**config.mk**
```make
export PLATFORM = sky130hd
export DESIGN_NAME = process_slot_scheduler
export DESIGN_NICKNAME = d
export VERILOG_FILES = /design/src/rtl/core/pss_pkg.sv /design/src/rtl/core/pss_slot_table.sv /design/src/rtl/core/process_slot_scheduler.sv
export SDC_FILE = /design/constraint.sdc
export NUM_CORES = 1
export LEC_CHECK = 0
export ABC_AREA = 1
export BUFFER_PORTS_ARGS = -buffer_cell sky130_fd_sc_hd__clkbuf_2
export CAP_MARGIN = 20
export CELL_PAD_IN_SITES_DETAIL_PLACEMENT = 1
export CELL_PAD_IN_SITES_GLOBAL_PLACEMENT = 2
export CORE_MARGIN = 5
export CORE_UTILIZATION = 36
export CTS_CLUSTER_SIZE = 24
export DETAILED_ROUTE_END_ITERATION = 8
export PLACE_DENSITY_LB_ADDON = 0.15
export SKIP_CTS_REPAIR_TIMING = 1
export SYNTH_ARGS = -nofsm -noshare
export SYNTH_HDL_FRONTEND = slang
export SYNTH_SLANG_ARGS = --single-unit
```
**constraint.sdc**
```tcl
create_clock -name clk -period 4.1 [get_ports clk]
set_clock_uncertainty 0.1 [all_clocks]
set_input_delay 1.025 -clock clk [delete_from_list [all_inputs] [get_ports clk]]
set_output_delay 1.025 -clock clk [all_outputs]
set_load 0.005 [all_outputs]
```
**src/rtl/core/pss_pkg.sv**
```systemverilog
// Shared types and constants for the process slot scheduler.
// No dependencies; used by pss_slot_table, process_slot_scheduler and the bench.
package pss_pkg;

  localparam int NUM_SLOTS = 16;
  localparam int SLOT_W = $clog2(NUM_SLOTS);
  localparam int SLEEP_W = 16;
  localparam int SLICE_W = 8;
  localparam int IDX_OUT_W = 4;
  localparam logic [SLICE_W-1:0] SLICE_LIMIT_RST = 8'd16;

  typedef enum logic [1:0] {
    ST_DEAD     = 2'd0,
    ST_RUNNABLE = 2'd1,
    ST_RUNNING  = 2'd2,
    ST_BLOCKED  = 2'd3
  } slot_status_t;

  typedef enum logic [1:0] {
    ACT_TICK  = 2'd0,
    ACT_SLEEP = 2'd1,
    ACT_EXIT  = 2'd2,
    ACT_FORK  = 2'd3
  } action_t;

  typedef enum logic [2:0] {
    S_IDLE,
    S_DECR,
    S_SLICE,
    S_PICK,
    S_COMMIT,
    S_FORK
  } seq_state_t;

  // Write request into the slot table at the sequencer's current address.
  typedef struct packed {
    logic               status_we;
    slot_status_t       status;
    logic               sleep_we;
    logic [SLEEP_W-1:0] sleep;
    logic               slice_we;
    logic [SLICE_W-1:0] slice;
  } tbl_wr_t;

  // Contents of the addressed slot.
  typedef struct packed {
    slot_status_t       status;
    logic [SLEEP_W-1:0] sleep;
    logic [SLICE_W-1:0] slice;
  } tbl_rd_t;

endpackage

```
**src/rtl/core/pss_slot_table.sv**
```systemverilog
// Slot table of the process slot scheduler: status, sleep countdown and
// slice count per slot, one addressed slot read and written per cycle.
// Depends on pss_pkg.
module pss_slot_table (
  input  logic                         clk,
  input  logic                         rst_n,
  input  logic [pss_pkg::SLOT_W-1:0]   addr,
  input  pss_pkg::tbl_wr_t             wr,
  output pss_pkg::tbl_rd_t             rd
);

  pss_pkg::slot_status_t             status_r [pss_pkg::NUM_SLOTS];
  logic [pss_pkg::SLEEP_W-1:0]       sleep_r  [pss_pkg::NUM_SLOTS];
  logic [pss_pkg::SLICE_W-1:0]       slice_r  [pss_pkg::NUM_SLOTS];

  always_ff @(posedge clk) begin
    if (!rst_n) begin
      for (int i = 0; i < pss_pkg::NUM_SLOTS; i++) begin
        status_r[i] <= (i == 0) ? pss_pkg::ST_RUNNING : pss_pkg::ST_DEAD;
        sleep_r[i]  <= '0;
        slice_r[i]  <= '0;
      end
    end else begin
      if (wr.status_we) begin
        status_r[addr] <= wr.status;
      end
      if (wr.sleep_we) begin
        sleep_r[addr] <= wr.sleep;
      end
      if (wr.slice_we) begin
        slice_r[addr] <= wr.slice;
      end
    end
  end

  assign rd.status = status_r[addr];
  assign rd.sleep  = sleep_r[addr];
  assign rd.slice  = slice_r[addr];

endmodule

```
**src/rtl/core/process_slot_scheduler.sv**
```systemverilog
// Top level of the process slot scheduler: event sequencer and result register.
// Depends on pss_pkg and pss_slot_table.
//
// Usage: an event (tick, sleep, exit or fork, chosen by in_action) is taken at a
// rising edge where start is high and busy is low. in_sleep_ticks matters only
// for sleep. Each event yields exactly one result, shown on the out_ ports for
// a single cycle with out_valid high; the receiver cannot stall it. The user
// must write the slice limit via cfg_we/cfg_wdata only while idle: unenforced.
//
// Timing: one slot per cycle passes through a shared decrement/compare unit.
// A tick, exit or nonzero sleep keeps busy high through a countdown over every
// slot and a slice step, plus selection and commit steps when the current slot
// gives up the processor. A fork keeps busy high while scanning for a dead slot.
// The result shows in the first cycle with busy low, when the next event may
// already be accepted; a zero-length sleep never raises busy and answers in the
// cycle after it.
//
// Reset: slot 0 is running and current, all other slots are dead with cleared
// counters, and the slice limit returns to 16.
module process_slot_scheduler (
  input  logic                              clk,
  input  logic                              rst_n,
  input  logic                              start,
  output logic                              busy,
  input  logic [1:0]                        in_action,
  input  logic [pss_pkg::SLEEP_W-1:0]       in_sleep_ticks,
  input  logic                              cfg_we,
  input  logic [pss_pkg::SLICE_W-1:0]       cfg_wdata,
  output logic                              out_valid,
  output logic [pss_pkg::IDX_OUT_W-1:0]     out_current_slot,
  output logic                              out_switched,
  output logic                              out_fork_ok,
  output logic [pss_pkg::IDX_OUT_W-1:0]     out_child_slot
);

  localparam logic [pss_pkg::SLOT_W-1:0] LAST_IDX = pss_pkg::SLOT_W'(pss_pkg::NUM_SLOTS - 1);

  pss_pkg::seq_state_t               state_r, state_nxt;
  logic [pss_pkg::SLOT_W-1:0]        cnt_r, cnt_nxt;
  logic [pss_pkg::SLOT_W-1:0]        cur_r, cur_nxt;
  logic [pss_pkg::SLOT_W-1:0]        pick_r, pick_nxt;
  logic [pss_pkg::SLICE_W-1:0]       limit_r;

  logic                              out_valid_r, out_valid_nxt;
  logic [pss_pkg::IDX_OUT_W-1:0]     out_cur_r, out_cur_nxt;
  logic                              out_sw_r, out_sw_nxt;
  logic                              out_ok_r, out_ok_nxt;
  logic [pss_pkg::IDX_OUT_W-1:0]     out_child_r, out_child_nxt;

  logic [pss_pkg::SLOT_W-1:0]        addr;
  pss_pkg::tbl_wr_t                  wr;
  pss_pkg::tbl_rd_t                  rd;
  logic [pss_pkg::SLEEP_W-1:0]       sleep_dec;
  logic                              last;

  pss_slot_table u_table (
    .clk   (clk),
    .rst_n (rst_n),
    .addr  (addr),
    .wr    (wr),
    .rd    (rd)
  );

  always_comb begin
    unique case (state_r)
      pss_pkg::S_IDLE,
      pss_pkg::S_SLICE:  addr = cur_r;
      pss_pkg::S_COMMIT: addr = pick_r;
      default:           addr = cnt_r;
    endcase
  end

  assign sleep_dec = rd.sleep - pss_pkg::SLEEP_W'(1);
  assign last      = (cnt_r == LAST_IDX);
  assign busy      = (state_r != pss_pkg::S_IDLE);

  always_ff @(posedge clk) begin
    if (!rst_n) begin
      state_r     <= pss_pkg::S_IDLE;
      cnt_r       <= '0;
      cur_r       <= '0;
      pick_r      <= '0;
      limit_r     <= pss_pkg::SLICE_LIMIT_RST;
      out_valid_r <= 1'b0;
    end else begin
      state_r     <= state_nxt;
      cnt_r       <= cnt_nxt;
      cur_r       <= cur_nxt;
      pick_r      <= pick_nxt;
      out_valid_r <= out_valid_nxt;
      if (cfg_we) begin
        limit_r <= cfg_wdata;
      end
    end
  end

  always_ff @(posedge clk) begin
    out_cur_r   <= out_cur_nxt;
    out_sw_r    <= out_sw_nxt;
    out_ok_r    <= out_ok_nxt;
    out_child_r <= out_child_nxt;
  end

  always_comb begin
    state_nxt     = state_r;
    cnt_nxt       = cnt_r;
    cur_nxt       = cur_r;
    pick_nxt      = pick_r;
    wr            = '0;
    out_valid_nxt = 1'b0;
    out_cur_nxt   = pss_pkg::IDX_OUT_W'(cur_r);
    out_sw_nxt    = 1'b0;
    out_ok_nxt    = 1'b0;
    out_child_nxt = '0;

    unique case (state_r)
      pss_pkg::S_IDLE: begin
        if (start) begin
          cnt_nxt = '0;
          unique case (pss_pkg::action_t'(in_action))
            pss_pkg::ACT_TICK: begin
              state_nxt = pss_pkg::S_DECR;
            end
            pss_pkg::ACT_SLEEP: begin
              if (in_sleep_ticks == '0) begin
                out_valid_nxt = 1'b1;
              end else begin
                wr.status_we = 1'b1;
                wr.status    = pss_pkg::ST_BLOCKED;
                wr.sleep_we  = 1'b1;
                wr.sleep     = in_sleep_ticks;
                state_nxt    = pss_pkg::S_DECR;
              end
            end
            pss_pkg::ACT_EXIT: begin
              wr.status_we = 1'b1;
              wr.status    = pss_pkg::ST_DEAD;
              state_nxt    = pss_pkg::S_DECR;
            end
            pss_pkg::ACT_FORK: begin
              state_nxt = pss_pkg::S_FORK;
            end
            default: begin
              state_nxt = pss_pkg::S_IDLE;
            end
          endcase
        end
      end

      pss_pkg::S_DECR: begin
        if (rd.status == pss_pkg::ST_BLOCKED) begin
          wr.sleep_we = 1'b1;
          wr.sleep    = sleep_dec;
          if (sleep_dec == '0) begin
            wr.status_we = 1'b1;
            wr.status    = pss_pkg::ST_RUNNABLE;
          end
        end
        if (last) begin
          state_nxt = pss_pkg::S_SLICE;
        end else begin
          cnt_nxt = cnt_r + pss_pkg::SLOT_W'(1);
        end
      end

      pss_pkg::S_SLICE: begin
        cnt_nxt = '0;
        if (rd.status == pss_pkg::ST_RUNNING && rd.slice < limit_r) begin
          wr.slice_we   = 1'b1;
          wr.slice      = rd.slice + pss_pkg::SLICE_W'(1);
          out_valid_nxt = 1'b1;
          state_nxt     = pss_pkg::S_IDLE;
        end else begin
          // A slot at its limit is preempted; any other state needs a new pick.
          if (rd.status == pss_pkg::ST_RUNNING) begin
            wr.slice_we  = 1'b1;
            wr.slice     = '0;
            wr.status_we = 1'b1;
            wr.status    = pss_pkg::ST_RUNNABLE;
          end
          state_nxt = pss_pkg::S_PICK;
        end
      end

      pss_pkg::S_PICK: begin
        if (cnt_r != cur_r && rd.status == pss_pkg::ST_RUNNABLE) begin
          pick_nxt  = cnt_r;
          state_nxt = pss_pkg::S_COMMIT;
        end else if (last) begin
          // No other slot is runnable: fall back to the idle slot, slot 0.
          pick_nxt  = '0;
          state_nxt = pss_pkg::S_COMMIT;
        end else begin
          cnt_nxt = cnt_r + pss_pkg::SLOT_W'(1);
        end
      end

      pss_pkg::S_COMMIT: begin
        wr.status_we  = 1'b1;
        wr.status     = pss_pkg::ST_RUNNING;
        cur_nxt       = pick_r;
        out_valid_nxt = 1'b1;
        out_cur_nxt   = pss_pkg::IDX_OUT_W'(pick_r);
        out_sw_nxt    = 1'b1;
        state_nxt     = pss_pkg::S_IDLE;
      end

      pss_pkg::S_FORK: begin
        if (rd.status == pss_pkg::ST_DEAD) begin
          wr.status_we  = 1'b1;
          wr.status     = pss_pkg::ST_RUNNABLE;
          wr.sleep_we   = 1'b1;
          wr.sleep      = '0;
          wr.slice_we   = 1'b1;
          wr.slice      = '0;
          out_valid_nxt = 1'b1;
          out_ok_nxt    = 1'b1;
          out_child_nxt = pss_pkg::IDX_OUT_W'(cnt_r);
          state_nxt     = pss_pkg::S_IDLE;
        end else if (last) begin
          out_valid_nxt = 1'b1;
          state_nxt     = pss_pkg::S_IDLE;
        end else begin
          cnt_nxt = cnt_r + pss_pkg::SLOT_W'(1);
        end
      end

      default: begin
        state_nxt = pss_pkg::S_IDLE;
      end
    endcase
  end

  assign out_valid        = out_valid_r;
  assign out_current_slot = out_cur_r;
  assign out_switched     = out_sw_r;
  assign out_fork_ok      = out_ok_r;
  assign out_child_slot   = out_child_r;

endmodule

```
==> reports/metrics.cfg, run 1 <==
[grt]
grt_pass1_vias = 19000
grt_usage_pct = 23.6
grt_max_degree = 78
grt_pass1_wl_um = 116000
antenna_found_initial = 0
grt_overflow = 0

[power_and_ir_drop]
power.density_nw_per_um2 = 739
p_int_mw = 12.1
sequentialPowerShare_pct = 25.5
power_switching_share_pct = 41.9
ir_drop_mv = 0.458
leakage_nw = 11.5
p_clk_share_pct = 22.9
power.share.combinational_pct = 51.6
power.switching_mw = 8.76

[die]
io_pins = 42
die_w_um = 255
die_h_um = 255
die-area_um2 = 65100
rows = 89
core_area_um2 = 59200
initial_utilization_pct = 36.5

[finish]
final_nets = 2731
fin_util_pct = 47.8
n_antenna_cell = 0
syn_to_final_growth_pct = 30.8
drive_gt1_share_pct = 25.0
instances_no_fill = 3503

[synthesis]
ys_async_sr_fraction_pct = 0
synth-xor-area-share_pct = 0.202
synthAdderAreaFrac_pct = 0.810
synth_area_per_cell_um2 = 9.00
syn_nets = 2448
netlist_instances = 2404
synth_edf_count = 416
ys.warnings.count = 0
synth-seq-cells = 450
synthesis.area_um2 = 21600
synthFlopType = edfxtp_1
synthMuxAreaShare_pct = 0
synth.distinct_cells = 43
synth_top_family_by_area = simple AND/OR/NAND/NOR gates
yosys.area_share.simple_pct = 28.9
seq_area_frac_synth_pct = 60.9
synth_compound_area_share_pct = 4.67

[min_path]
min_path_type = reg2reg
hold_path_startpoint = limit_r[6]

[drt]
dr_total_vias = 18200
ant_nets = 0
first_pass_iters = 5
viasPerCell = 5.20
drcViolationCount = 0
drt_iter0_drc = 1072
post_drt_wl_per_cell_um = 22.6
wirelength_um = 79300

[setup_path]
crit_type = reg2reg
crit_path_max_fanout = 8
start_kind = register
cp_slowest_cell = dfxtp_4
crit_required_ns = 4.47
worst_path_most_repeated_cell = buf_4
crit_path_end_kind = register
arrival_ns = 4.48
crit_start = state_r[0]
slowest_delay_ns = 0.37
reg2reg_from = state_r[0]

[clock_tree]
htree_levels = 2
cts-root-buf = clkbuf_16
clock_sinks = 450
clk_latency_ns = 0.61
cts_buffers = 51
cts.path.max_buffers = 3
tritoncts = done
path_clk_slew_ns = 0.06

[placement]
place.gp.congestion = 0.872
dp_slack_ns = -0.478
hpwl_um = 53200
port_buffers = 41
placed_cells = 3374

[sta]
final-hold-violation-count = 0
worst_pin_slew_ns = 1.25
period_minus_slack_ns = 4.11
timing.final.ws_setup_ns = -0.00717
slew_headroom_pct = 16.4
rsz0062_at_grt = true
max_freq_ghz = 0.243
slew_viol_final = 0
finalSetupViolations = 2
fin_crit_sh_pct = 100

[run]
cap_viol_max_count = 0

[status]
violations = negative setup slack
status = finished, violations left

==> cells in the final DEF, fill, tap and decap left out, drive strengths merged, types with 35 or more instances in the layout <==
cell type / Yosys / layout
a21oi: 35 / 35
a22oi: 38 / 38
buf: 80 / 315
clkbuf: 52 / 103
edfxtp: 416 / 416
inv: 82 / 82
nand2: 891 / 891
nand3: 122 / 124
nor2: 511 / 511
o21ai: 45 / 45
==> critical path: cells and delay by family, from the launching register on <==
family,cells,cell delay [ns]
and+or+nand+nor,10,1.11
DFF,1,0.37
adders and majority gates,1,0.29
AOI/OAI and AO/OA,6,0.73
buffers and inverters,10,1.36
==> layout make-up <==
cell class              count  area (um2)
fillers                  6733       31000
flip-flops and latches    450       13200
multi-input cells        1742        8320
repair buffers            360        3750
clock buffers              58        1320
well taps                 773         967
clock inverters            38         407
inverters                  82         339
==> cell families after synthesis <==
group	Yosys count
adder cells (fa/ha/maj)	14
AO/OA/AOI/OAI	164
AND/OR/NAND/NOR	1557
buffers and inverters	214
flip-flops	450
XOR/XNOR	5
==> cell usage after synthesis (6+ instances only) <==
cell,instances,area [um2]
nand2_1,868,3260
nor2_1,494,1850
edfxtp_1,416,12500
nand3_1,112,561
inv_1,70,263
buf_2,52,260
clkbuf_1,52,195
o21ai_0,40,200
a22oi_1,38,285
a21oi_1,34,170
dfxtp_1,34,681
o22ai_1,34,213
nand2_2,21,131
nand4_1,18,113
nor2_2,15,93.8
buf_4,14,105
ha_1,14,175
inv_2,12,45.0
nand3_2,9,90.1
buf_1,7,26.3
buf_6,6,67.6
==> routing by layer <==
layer / vias to the layer above / GRT usage [%] / share of wire, %
li1: 8532 / - / -
met1: 9176 / 29.2 / 41
met2: 364 / 42.6 / 52
met3: 127 / 2.71 / 3.9
met4: 0 / 8.81 / 3.4
met5: - / 0 / 0
==> worst paths after layout <==
check / to / slack [ns] / depth (start not counted)
setup / recovery: u_table.slice_r[14][4] / -0.007 / 27
hold reg to reg: limit_r[6] / 0.37 / 2
hold / removal: limit_r[6] / 0.37 / 2
setup reg to reg: u_table.slice_r[14][4] / -0.007 / 27
==> registers in the layout, summed over array words and instances (netlist names) <==
| register | flops |
|---|---|
| cnt_r | 4 |
| cur_r | 4 |
| limit_r | 8 |
| out_child_slot | 4 |
| out_current_slot | 4 |
| out_fork_ok | 1 |
| out_switched | 1 |
| out_valid | 1 |
| pick_r | 4 |
| state_r | 3 |
| u_table.sleep_r | 256 |
| u_table.slice_r | 128 |
| u_table.status_r | 32 |
==> per-stage QoR <==
stage	power, mW	cell area [um2]	setup TNS (ns)	hold slack, ns
final	20.9	28300	-0.0123	0.373
after global routing	22.0	28300	-15.06	0.393
after CTS	19.5	26900	-64.67	0.372
after detailed placement	14.7	25200	-60.60	0.365
after global placement	14.5	25200	-28.62	0.355
after floorplan	10.1	21600	0	0.335
==> power groups by stage <==
stage	sequential, mW	clock (mW)	combinational [mW]
after floorplan	5.38	0	4.75
after global routing	5.33	5.06	11.6
after global placement	5.39	0	9.16
after detailed placement	5.40	0	9.29
after CTS	5.30	4.89	9.35
final	5.32	4.79	10.8
Note: power is estimated with default switching activity, not from simulation.
==> run 2: changes to the inputs <==
Settings changed: CORE_UTILIZATION 36 to 43, SLEW_MARGIN set to 20, TNS_END_PERCENT set to 50.
Clock period 4.1 ns to 5 ns, I/O delays scaled along.
==> reports/metrics.cfg, run 2 (synthesized netlist as in run 1, its figures left out) <==
[status]
status = complete, no violations

[finish]
design_area_um2 = 24300  ; -14%
n_antenna_cell = 0  ; unchanged
syn_to_final_growth_pct = 12.3
drive_gt1_share_pct = 11.2  ; -14 points
largest-register = u_table.sleep_r
fin_util_pct = 48.6  ; +0.89 points
fillers = 5825  ; -13%
largest_reg_flops = 256  ; unchanged
top_regs = u_table.sleep_r (256), u_table.slice_r (128), u_table.status_r (32)
final_cell_mix = nand2_1 (865), nor2_1 (491), edfxtp_1 (416)
final_common_cell = nand2_1
final_nets = 2495  ; -8.6%

[drt]
drcViolationCount = 0  ; unchanged
post_drt_wl_per_cell_um = 22.5  ; -0.64%
ant_nets = 0  ; unchanged
drt_iter0_drc = 1203  ; +12%
wirelength_um = 71100  ; -10%
viasPerCell = 5.40  ; +3.9%
dr_total_vias = 17100  ; -6.3%
first_pass_iters = 5  ; unchanged

[sta]
period_minus_slack_ns = 4.65  ; +0.538 ns
timing.final.ws_setup_ns = 0.354  ; +0.362 ns
rsz0062_at_grt = true
max_freq_ghz = 0.215  ; -12%
final-hold-violation-count = 0  ; unchanged
slew_headroom_pct = 30.4  ; +14 points
fin_crit_sh_pct = 92.9  ; -7.3 points
slew_viol_final = 0  ; unchanged
worst_pin_slew_ns = 1.03  ; -0.223 ns
tns_ns = 0  ; +0.0123 ns
finalSetupViolations = 0  ; -2

[placement]
port_buffers = 41  ; unchanged
hpwl_um = 47200  ; -11%
dp_slack_ns = -0.240  ; +0.238 ns
place_area_um2 = 22700  ; -10%
place.gp.congestion = 0.880  ; +0.92%

[clock_tree]
path_clk_slew_ns = 0.06  ; about the same
cts_buffers = 49  ; -3.9%
cts-root-buf = clkbuf_16
clock_sinks = 450  ; unchanged
cts.path.max_buffers = 3  ; unchanged
clk_latency_ns = 0.60  ; about the same
htree_levels = 2  ; unchanged
tritoncts = done

[setup_path]
cp_slowest_cell = buf_4
crit_required_ns = 5.20  ; +0.73 ns
crit_path_max_fanout = 83  ; +75
cp_top_family = simple AND/OR/NAND/NOR gates
arrival_ns = 4.84  ; +0.36 ns
start_kind = register
reg2reg_depth = 27  ; unchanged
crit_path_end_kind = register
reg2reg_from = state_r[0]
crit_start = state_r[0]
ff2ff_setup_slack_ns = 0.35  ; +0.36 ns
slowest_delay_ns = 0.45  ; +0.08 ns
r2r_end = u_table.status_r[7][0]
crit_type = reg2reg
cp.depth = 27  ; unchanged
worst_path_most_repeated_cell = nand2_1
critPathCapture = u_table.status_r[7][0]
crit_buf_inv = 3  ; -7

[grt]
grt_usage_pct = 26.0  ; +2.4 points
grt_pass1_wl_um = 107000  ; -7.2%
grt_pass1_vias = 17900  ; -6.1%
antenna_found_initial = 0  ; unchanged
grt_overflow = 0  ; unchanged
grt_max_degree = 84  ; +7.7%

[die]
die-area_um2 = 54900  ; -16%
initial_utilization_pct = 43.3  ; +6.8 points
core_area_um2 = 50000  ; -16%
rows = 82  ; -7.9%
die_w_um = 234  ; -8.2%
io_pins = 42  ; unchanged
die_h_um = 234  ; -8.2%

[run]
cap_viol_max_count = 0  ; unchanged

[power_and_ir_drop]
leakage_nw = 9.74  ; -15%
p_int_mw = 7.79  ; -36%
p_clk_share_pct = 24.5  ; +1.6 points
sequentialPowerShare_pct = 31.2  ; +5.7 points
ir_drop_mv = 0.373  ; -18%
power.share.combinational_pct = 44.3  ; -7.3 points
power_mw = 14.0  ; -33%
power_switching_share_pct = 44.3  ; +2.3 points
power.switching_mw = 6.19  ; -29%
power.density_nw_per_um2 = 575  ; -22%

[min_path]
min_path_type = reg2reg

[run 2: cell types whose count changed in the layout (fill, tap and decap cells not counted), sizes merged]
cell      previous run  this run
buf                315        88
bufinv               9         1
clkbuf             103       106
clkinv              28        17
clkinvlp             1         0
inv                 82        85
nand3              124       122
[run 2: worst min path at each step]
| stage | from | to | slack, ns | depth (start not counted) |
|---|---|---|---|---|
| 2_1_floorplan | limit_r[7] | limit_r[7] | 0.33 | 2 |
| 3_3_place_gp | pick_r[3] | pick_r[3] | 0.36 | 2 |
| 3_5_place_dp | limit_r[3] | limit_r[3] | 0.37 | 2 |
| 4_1_cts | limit_r[3] | limit_r[3] | 0.38 | 2 |
| 5_1_grt | pick_r[2] | pick_r[2] | 0.40 | 2 |
| 6_report | limit_r[3] | limit_r[3] | 0.37 | 2 |
[run 2: final cells by class]
type | count | area [um2] | area share, %
clock buffers | 66 | 1340 | 5.50
clock inverters | 21 | 143 | 0.587
inverters | 82 | 308 | 1.27
multi-input cells | 1740 | 7550 | 31.1
flip-flops and latches | 450 | 13200 | 54.2
well taps | 672 | 841 | 3.46
repair buffers | 128 | 946 | 3.89
[run 2: metrics by stage]
stage / hold slack [ns] / instances
floorplan: 0.335 / 2404
global placement: 0.364 / 3064
detailed placement: 0.372 / 3064
CTS: 0.380 / 3151
global route: 0.403 / 3159
finish: 0.374 / 3159
[run 2: power groups by stage]
stage | sequential, mW | clock [mW] | combinational, mW
final | 4.36 | 3.43 | 6.19
after global routing | 4.38 | 3.64 | 6.80
after CTS | 4.36 | 3.48 | 6.13
after detailed placement | 4.44 | 0 | 6.10
after global placement | 4.43 | 0 | 6.04
after floorplan | 4.41 | 0 | 3.89
[run 2: tightest hold or removal path: stages (launching register included)]
cell     delay, ns
dfxtp_1       0.29
inv_1         0.07
a21oi_1       0.06
[run 2: layer usage]
layer,GRT usage (%),up-vias,part of all wire (%)
met5,0,-,0
met4,9.16,0,3.8
met3,3.37,129,4.0
met2,47.0,357,51
met1,32.1,8551,41
li1,-,8017,-
